### config.mk
export PLATFORM = sky130hd
export DESIGN_NAME = bfba_cell
export DESIGN_NICKNAME = d
export VERILOG_FILES = /design/src/design/bfba_pkg.sv /design/src/design/bfba_cell.sv
export SDC_FILE = /design/constraint.sdc
export NUM_CORES = 1
export LEC_CHECK = 0
export CAP_MARGIN = 30
export CORE_AREA = 2 2 242 244
export CTS_BUF_LIST = sky130_fd_sc_hd__clkbuf_8 sky130_fd_sc_hd__clkbuf_16
export CTS_CLUSTER_SIZE = 40
export DETAILED_ROUTE_END_ITERATION = 7
export DIE_AREA = 0 0 244 246
export DONT_BUFFER_PORTS = 1
export GPL_ROUTABILITY_DRIVEN = 0
export GPL_TIMING_DRIVEN = 0
export SETUP_SLACK_MARGIN = 0.4
export SLEW_MARGIN = 20
export SYNTH_ARGS = -nofsm -noshare
export SYNTH_HDL_FRONTEND = slang
export SYNTH_SLANG_ARGS = --single-unit
### constraint.sdc
create_clock -name clk_i -period 6.6 [get_ports clk_i]
set_input_delay 0.33 -clock clk_i [delete_from_list [all_inputs] [get_ports clk_i]]
set_output_delay 0.33 -clock clk_i [all_outputs]
set_load 0.02 [all_outputs]
### src/design/bfba_pkg.sv
`timescale 1ns / 1ps
`default_nettype none
// ----------------------------------------------------------------------------
// Best-fit block allocator package
// Shared field widths, codes and the structs passed between the controller
// and the table cells.
// ----------------------------------------------------------------------------
package bfba_pkg;

  localparam int unsigned DATA_W  = 17;
  localparam int unsigned STAMP_W = 32;
  localparam int unsigned NEED_W  = 18;

  // Pool size after reset.
  localparam logic [DATA_W-1:0] RESET_POOL = 17'd65536;

  typedef enum logic [1:0] {
    FN_ALLOC   = 2'd0,
    FN_FREE    = 2'd1,
    FN_REALLOC = 2'd2,
    FN_NONE    = 2'd3
  } func_e;

  typedef enum logic [1:0] {
    ST_OK         = 2'd0,
    ST_NO_FIT     = 2'd1,
    ST_NULL       = 2'd2,
    ST_BAD_HANDLE = 2'd3
  } status_e;

  typedef enum logic [2:0] {
    CMD_NONE  = 3'd0,
    CMD_INIT  = 3'd1,
    CMD_UPD   = 3'd2,
    CMD_MERGE = 3'd3,
    CMD_SPLIT = 3'd4
  } cmd_kind_e;

  // One table entry.
  typedef struct packed {
    logic [DATA_W-1:0]  off;
    logic [DATA_W-1:0]  bytes;
    logic               free;
    logic [STAMP_W-1:0] stamp;
  } entry_t;

  // Table command broadcast to every cell; val is the split size or the pool size.
  typedef struct packed {
    cmd_kind_e          kind;
    logic               free_en;
    logic               free_val;
    logic               stamp_en;
    logic [STAMP_W-1:0] stamp;
    logic [DATA_W-1:0]  val;
  } cmd_t;

  // Search token that walks down the cell chain one cell per cycle.
  typedef struct packed {
    logic               vld;
    logic               mode_off;
    logic [DATA_W-1:0]  target;
    logic [NEED_W-1:0]  need;
    logic               hit;
    logic               hit_free;
    logic [DATA_W-1:0]  hit_bytes;
    logic [DATA_W-1:0]  hit_off;
    logic               hit_prev_free;
    logic               nxt_pend;
    logic               nxt_valid;
    logic               nxt_free;
    logic [DATA_W-1:0]  nxt_bytes;
    logic               best;
    logic [DATA_W-1:0]  best_bytes;
    logic [STAMP_W-1:0] best_stamp;
    logic [DATA_W-1:0]  best_off;
    logic               last_free;
  } tok_t;

endpackage
`default_nettype wire

### src/design/bfba_cell.sv
`timescale 1ns / 1ps
`default_nettype none
// ----------------------------------------------------------------------------
// Allocator table cell
// Holds one table entry, applies broadcast insert/remove/update commands by
// loading from its neighbors, and advances the search token by one cell.
// ----------------------------------------------------------------------------
module bfba_cell #(
  parameter int unsigned MAX_BLOCKS   = 64,
  parameter int unsigned HEADER_BYTES = 16,
  parameter int unsigned IDX          = 0,
  localparam int unsigned IDX_W = (MAX_BLOCKS > 1) ? $clog2(MAX_BLOCKS) : 1,
  localparam int unsigned CNT_W = $clog2(MAX_BLOCKS + 1)
) (
  input  logic                 clk_i,
  input  logic                 rst_ni,
  input  bfba_pkg::cmd_t       cmd_i,
  input  logic [IDX_W-1:0]     cmd_idx_i,
  input  logic [CNT_W-1:0]     count_i,
  input  bfba_pkg::entry_t     left_i,
  input  bfba_pkg::entry_t     right_i,
  output bfba_pkg::entry_t     entry_o,
  input  bfba_pkg::tok_t       tok_i,
  input  logic [IDX_W-1:0]     tok_hit_idx_i,
  input  logic [IDX_W-1:0]     tok_best_idx_i,
  output bfba_pkg::tok_t       tok_o,
  output logic [IDX_W-1:0]     tok_hit_idx_o,
  output logic [IDX_W-1:0]     tok_best_idx_o
);
  import bfba_pkg::*;

  localparam logic [IDX_W:0]    MY   = (IDX_W+1)'(IDX);
  localparam logic [DATA_W-1:0] HDR  = DATA_W'(HEADER_BYTES);

  entry_t            entry_q, entry_d;
  tok_t              tok_q, tok_d;
  logic [IDX_W-1:0]  hit_idx_q, hit_idx_d, best_idx_q, best_idx_d;
  logic [IDX_W:0]    idx_w, idx_p1;
  logic              is_valid, match, cand;
  logic [DATA_W-1:0] hdr_addr;

  assign idx_w    = {1'b0, cmd_idx_i};
  assign idx_p1   = idx_w + 1'b1;
  assign is_valid = MY < (IDX_W+1)'(count_i);
  assign hdr_addr = entry_q.off + HDR;

  // Table update from the broadcast command.
  always_comb begin
    entry_d = entry_q;
    case (cmd_i.kind)
      CMD_INIT: begin
        entry_d.off   = '0;
        entry_d.bytes = (IDX == 0) ? cmd_i.val : '0;
        entry_d.free  = (IDX == 0);
        entry_d.stamp = '0;
      end
      CMD_UPD: begin
        if (MY == idx_w) begin
          if (cmd_i.free_en)  entry_d.free  = cmd_i.free_val;
          if (cmd_i.stamp_en) entry_d.stamp = cmd_i.stamp;
        end
      end
      CMD_MERGE: begin
        if (MY == idx_w) begin
          entry_d.bytes = entry_q.bytes + right_i.bytes;
          if (cmd_i.free_en)  entry_d.free  = cmd_i.free_val;
          if (cmd_i.stamp_en) entry_d.stamp = cmd_i.stamp;
        end else if (MY > idx_w) begin
          entry_d = right_i;
        end
      end
      CMD_SPLIT: begin
        if (MY == idx_w) begin
          entry_d.bytes = cmd_i.val;
          if (cmd_i.free_en) entry_d.free = cmd_i.free_val;
        end else if (MY == idx_p1) begin
          entry_d.off   = left_i.off + cmd_i.val;
          entry_d.bytes = left_i.bytes - cmd_i.val;
          entry_d.free  = 1'b1;
          entry_d.stamp = cmd_i.stamp;
        end else if (MY > idx_p1) begin
          entry_d = left_i;
        end
      end
      default: begin
        entry_d = entry_q;
      end
    endcase
  end

  // Search step: handle match with neighbor capture, and best-fit compare.
  always_comb begin
    tok_d      = tok_i;
    hit_idx_d  = tok_hit_idx_i;
    best_idx_d = tok_best_idx_i;
    match = is_valid && (tok_i.mode_off ? (entry_q.off == tok_i.target)
                                        : (hdr_addr == tok_i.target));
    cand  = is_valid && entry_q.free && ({1'b0, entry_q.bytes} >= tok_i.need);
    if (tok_i.nxt_pend) begin
      tok_d.nxt_pend  = 1'b0;
      tok_d.nxt_valid = is_valid;
      tok_d.nxt_free  = entry_q.free;
      tok_d.nxt_bytes = entry_q.bytes;
    end
    if (!tok_i.hit && match) begin
      tok_d.hit           = 1'b1;
      tok_d.hit_free      = entry_q.free;
      tok_d.hit_bytes     = entry_q.bytes;
      tok_d.hit_off       = entry_q.off;
      tok_d.hit_prev_free = tok_i.last_free;
      tok_d.nxt_pend      = 1'b1;
      hit_idx_d           = MY[IDX_W-1:0];
    end
    if (cand && (!tok_i.best || (entry_q.bytes < tok_i.best_bytes) ||
                 ((entry_q.bytes == tok_i.best_bytes) &&
                  (entry_q.stamp > tok_i.best_stamp)))) begin
      tok_d.best       = 1'b1;
      tok_d.best_bytes = entry_q.bytes;
      tok_d.best_stamp = entry_q.stamp;
      tok_d.best_off   = entry_q.off;
      best_idx_d       = MY[IDX_W-1:0];
    end
    tok_d.last_free = entry_q.free;
  end

  always_ff @(posedge clk_i or negedge rst_ni) begin
    if (!rst_ni) begin
      entry_q.off   <= '0;
      entry_q.bytes <= (IDX == 0) ? RESET_POOL : '0;
      entry_q.free  <= (IDX == 0);
      entry_q.stamp <= '0;
      tok_q         <= '0;
    end else begin
      entry_q <= entry_d;
      tok_q   <= tok_d;
    end
  end

  always_ff @(posedge clk_i) begin
    hit_idx_q  <= hit_idx_d;
    best_idx_q <= best_idx_d;
  end

  assign entry_o        = entry_q;
  assign tok_o          = tok_q;
  assign tok_hit_idx_o  = hit_idx_q;
  assign tok_best_idx_o = best_idx_q;

endmodule
`default_nettype wire

* Word-level counts from Yosys, hierarchy flattened
Index checks and enable logic that the tools add are counted.
Operators by class: add/subtract/negate cells 5, $lt $le $gt $ge 6, eq/ne operators 14, muxes and demuxes 17, reductions and logical operators 18
Operator list (count):
- 67-bit 2-to-1 mux | 4
- 33-bit one-hot mux with 4 select lines | 1
- 34-bit one-hot mux with 3 select lines | 1
- 32-bit 2-to-1 mux | 2
- 17-bit == test | 3
- 50-bit 2-to-1 mux | 1
- 38-bit 2-to-1 mux | 1
- 17-bit adder | 2
- 17-bit 2-to-1 mux | 2
- 33-bit 2-to-1 mux | 1
- 32-bit greater-than comparator | 1
- 19-bit 2-to-1 mux | 1
- 17-bit by 18-bit greater-or-equal comparator with 1-bit output | 1
- 18-bit 2-to-1 mux | 1
- 17-bit by 5-bit adder with 17-bit output (second input constant) | 1
- 17-bit less-than comparator | 1
- 17-bit subtractor | 1
- 7-bit logical NOT | 2
- 5-bit AND reduction | 2
- 2-bit != test (second input constant) | 4
- 6-bit by 1-bit adder with 7-bit output (second input constant) | 1
- 1-bit by 7-bit greater-than comparator with 1-bit output (first input constant) | 1
- 1-bit by 7-bit less-than comparator with 1-bit output (first input constant) | 1
- 3-bit by 2-bit == test with 1-bit output (second input constant) | 2
- other kinds (13) | 22
Storage, ports and cells: flip-flop bits (word level) 241, bits of input ports 378, output and inout bits 241, word-level logic and storage cells 84

* Depth between registers and ports, before layout
depth in word-level cells 6, mapped depth 12, depth with buffers taken out 12

* Least setup slack after synthesis
OpenSTA, ideal clock, no wires.
path type input port to flip-flop, start input port left_i[33] (netlist bit), end register entry_q, in the netlist entry_o[49], setup time 0.085 ns, arrival time 2.795 ns, data required time 6.515 ns, slack 3.719 ns, cell stages on the path 12, path buffers 0, path through inv_1 -> ha_1 -> inv_1 -> fa_1 -> a211oi_1 -> o211ai_1 -> a2111oi_0 -> o31ai_1 -> a211o_1 -> and4_1 -> o21ai_0 -> nand3_1
Between the ends: cells in the longest elaborated chain, start to end 4
RTL lines:
- from (decl) | line bfba_cell.sv:20 | input bfba_pkg::entry_t left_i,
- 17-bit subtractor | line bfba_cell.sv:78 | entry_d.bytes = left_i.bytes - cmd_i.val;
- 67-bit 2-to-1 mux | line bfba_cell.sv:76 | end else if (MY == idx_p1) begin
- 18-bit 2-to-1 mux | line bfba_cell.sv:73 | if (MY == idx_w) begin
- 34-bit one-hot mux with 3 select lines | line bfba_cell.sv:50 | case (cmd_i.kind)
- to (signal assigned) | line bfba_cell.sv:134 | entry_q <= entry_d;
- to (decl) | line bfba_cell.sv:35 | entry_t entry_q, entry_d;
No other way between the ends. A chain may end at the register's enable or synchronous reset.

==> run_results.csv <==
group,metric,value,unit
pwr,combinationalPowerShare,0.196,
pwr,clockPowerShare,0.392,
synth,yosys.cell_types.count,82,
floorplanning,placementRows,88,
synth,synth_fp_nets,1987,
worst_setup_path,cp_cell_sequence,"ha_1 -> a21o_1 -> a21o_1 -> a21oi_1 -> o22ai_1 -> o41ai_1 -> a22oi_1 -> o221ai_4 -> buf_2 -> mux2_2",
pwr,p_sw,1.52,mW
clock_network,postCtsResizedCells,0,
synth,synth.ff_latch_count,241,
synth,synth_enable_flop_cells,0,
cells_and_area,layout.cells.most_common_list,"sky130_fd_sc_hd__dlygate4sd3_1 (237), sky130_fd_sc_hd__dfrtp_1 (227), sky130_fd_sc_hd__ha_1 (117)",
clock_network,deepest_clock_path_buffer_count,3,
clock_network,cts_made_buffers,30,
routing,detailedRoute.firstIterationViolations,713,
synth,area_of_the_mapped_netlist,0.0149,mm^2
cells_and_area,final_core_utilization,0.340,
routing,routed-via-count,13300,
worst_setup_path,cp.arrival,4.66,ns
worst_hold_path,min_path_type,"in2reg",
synth,ys_dominant_reg_cell,"sky130_fd_sc_hd__dfrtp_1",
worst_setup_path,cp-start-kind,"register",
place,post_detailed_placement_half_perimeter_wirelength,48.7,mm
routing,drt_pass_1_iters,5,
synth,syn_inst,1489,
cells_and_area,post_layout_nonfiller_instances,2557,
synth,synth_area_per_cell,10.0,um^2
pwr,total_leakage_power,8.51,nW
pwr,power.switching_fraction,0.322,
worst_setup_path,crit_required,7.05,ns
floorplanning,fp.dieArea,0.0600,mm^2
worst_setup_path,critical_path.endpoint_type,"register",
floorplanning,design.core.area,0.0574,mm^2
pwr,total_power,4.72,mW
global_routing,globalRouteTotalUtil,0.207,
job,maxCapViolations,0,
sta,hold_slack,0.0374,ns
worst_setup_path,critical_setup_path_kind,"reg2reg",
synth,synth-async-reset-ratio,0.950,
sta,grt_setup_unrepaired,"no",
sta,max-slew-margin-rel,0.351,
pwr,power_density,243,mW/mm^2
worst_setup_path,timing.critical_path.slowest_cell_delay,0.71,ns
global_routing,first_global_vias,13800,
floorplanning,chipWidth,244,um
synth,synth-seq-area-share,0.400,
sta,report.final.setup_viol,0,
clock_network,numClockSinks,241,
clock_network,cts_setup_buffers,0,
clock_network,clock_tree.htree_level_count,1,
floorplanning,initial_util,0.260,
pwr,irDropWorstVdd,171,uV
global_routing,grt_antenna_before_repair,11,
sta,period_minus_slack,4.21,ns
routing,route.detailed.vias_per_inst,5.20,
sta,drv_slew,0,
cells_and_area,fin_area,0.0195,mm^2
worst_setup_path,worst_path_most_repeated_cell,"sky130_fd_sc_hd__a21o_1",
cells_and_area,commonest_non_fill_non_tap_cell_in_the_layout,"sky130_fd_sc_hd__dlygate4sd3_1",
clock_network,clk_pin_slew_worst_paths,0.06,ns
routing,ant_nets,0,
place,preCtsSetupSlack,2.05,ns
cells_and_area,post_route_cells_drive_above_1_share,0.119,
clock_network,worst_skew_pair.late_latency,0.59,ns
sta,fin_tns_setup,0,ns
clock_network,root_buffer,"sky130_fd_sc_hd__clkbuf_16",
worst_setup_path,timing.critical_path.slowest_stage_cell,"sky130_fd_sc_hd__o41ai_1",
global_routing,grt_start_max_net_pins,230,
pwr,seq_power_share,0.411,
place,numPlacedInstances,2256,
place,placement.io_buffers,0,
global_routing,grt_pass1_wl,91.6,mm
sta,post-route-period-util,0.637,
status,status,"finished, final reports clean",
cells_and_area,layout.nets,2260,
pwr,cellInternalPower,3.20,mW
sta,final.setup_skew,0.0231,ns
routing,drc,0,
sta,pin_slew_with_the_least_headroom_to_its_limit,0.973,ns
routing,wl_per_cell,25.4,um
routing,routed_wirelength,64.9,mm
floorplanning,chipHeight,246,um
cells_and_area,area_growth_syn_to_fin,30.5,%
floorplanning,ios,619,
global_routing,global_route.overflow_total,0,
sta,finalHoldViolCount,0,
worst_setup_path,path_max_fanout,10,
clock_network,clock_tree_from_tritoncts,"done",
synth,yosysWarningCount,0,
sta,post-route-worst-setup-slack,2.39,ns
place,placedInstanceArea,0.0159,mm^2
sta,clock.fmax,238,MHz
==> power groups by stage <==
stage | Clock, mW | Sequential (mW) | Combinational (mW)
after floorplan | 0 | 1.88 | 0.598
after global placement | 0 | 1.97 | 0.722
after detailed placement | 0 | 1.97 | 0.758
after CTS | 1.89 | 1.95 | 0.919
after global routing | 1.95 | 1.96 | 1.03
final | 1.85 | 1.94 | 0.928
==> state kept, by name, summed over array words and instances (netlist names) <==
name            flops
tok_hit_idx_o       6
tok_best_idx_o      6
entry_o            67
tok_o             162
==> repair_timing <==
action                                  in CTS  in global routing
endpoints found under the setup margin       0                  0
hold buffers                               238                  0
endpoints found under the hold margin      460                  0
==> path summary, 6_finish.rpt <==
kind | from | endpoint | slack (ns) | depth (start not counted)
worst max-delay path | entry_o[5] | tok_o[31] | 2.39 | 10
worst min-delay path | left_i[38] | entry_o[38] | 0.04 | 4
worst max register to register | entry_o[5] | tok_o[31] | 2.39 | 10
worst min register to register | entry_o[32] | tok_o[0] | 0.56 | 0
max in group asynchronous | rst_ni | tok_o[55] | 5.01 | 3
min in group asynchronous | rst_ni | tok_o[33] | 0.38 | 2
==> Yosys cell counts, drive strengths merged, types with 7 or more instances <==
library cell	instances	area, um^2
nand3	19	100
nand4	22	138
and3	8	50.1
o211ai	9	67.6
nand2	111	419
xor2	19	166
nor3	13	81.3
nand2b	8	57.6
nor4	10	83.8
o21ai	92	460
or2	7	43.8
o31ai	15	118
a22oi	9	67.6
mux2	120	1460
buf	16	113
a21o	37	278
clkbuf	49	184
inv	108	405
a21oi	109	546
o21a	7	52.6
xnor2	35	314
a22o	9	80.1
a31oi	17	106
o22ai	36	225
dfrtp	227	5680
dfxtp	12	240
ha	117	1460
mux2i	71	711
nor2	59	229
nor2b	23	144
and2	14	87.6
==> critical path: cells and delay by family (launching register included) <==
family          cells  cell delay, ns
compound gates      7            2.34
fa+ha+maj           1            0.39
buf+inv             1            0.40
flops               1            0.50
mux                 1            0.42
==> routing by layer <==
layer | global-route usage | vias up | share of wire
met1 | 0.235 | 6551 | 0.39
met3 | 0.0619 | 151 | 0.083
met5 | 0 | - | 0.00085
met4 | 0.0864 | 8 | 0.042
met2 | 0.359 | 631 | 0.49
li1 | - | 5945 | -
==> cells by family after synthesis <==
kind of cell,Yosys count,synth area share
buffers and inverters,173,0.0470
and+or+nand+nor,315,0.107
muxes,191,0.146
xor gates and xnor gates,54,0.0322
DFF,241,0.400
AOI/OAI and AO/OA,395,0.166
adders and majority gates,120,0.102
==> area by class of cell <==
cell class                      instances  area [um^2]
Fill cell                            5729        37900
Multi-Input combinational cell       1075         8280
Sequential cell                       241         5970
Timing Repair Buffer                  241         2440
Tap cell                              765          957
Clock buffer                           32          778
Inverter                              108          405
Clock inverter                         24          340
Buffer                                 65          297
Antenna cell                            6         15.0
No activity file was read; power rests on OpenSTA's default activity.
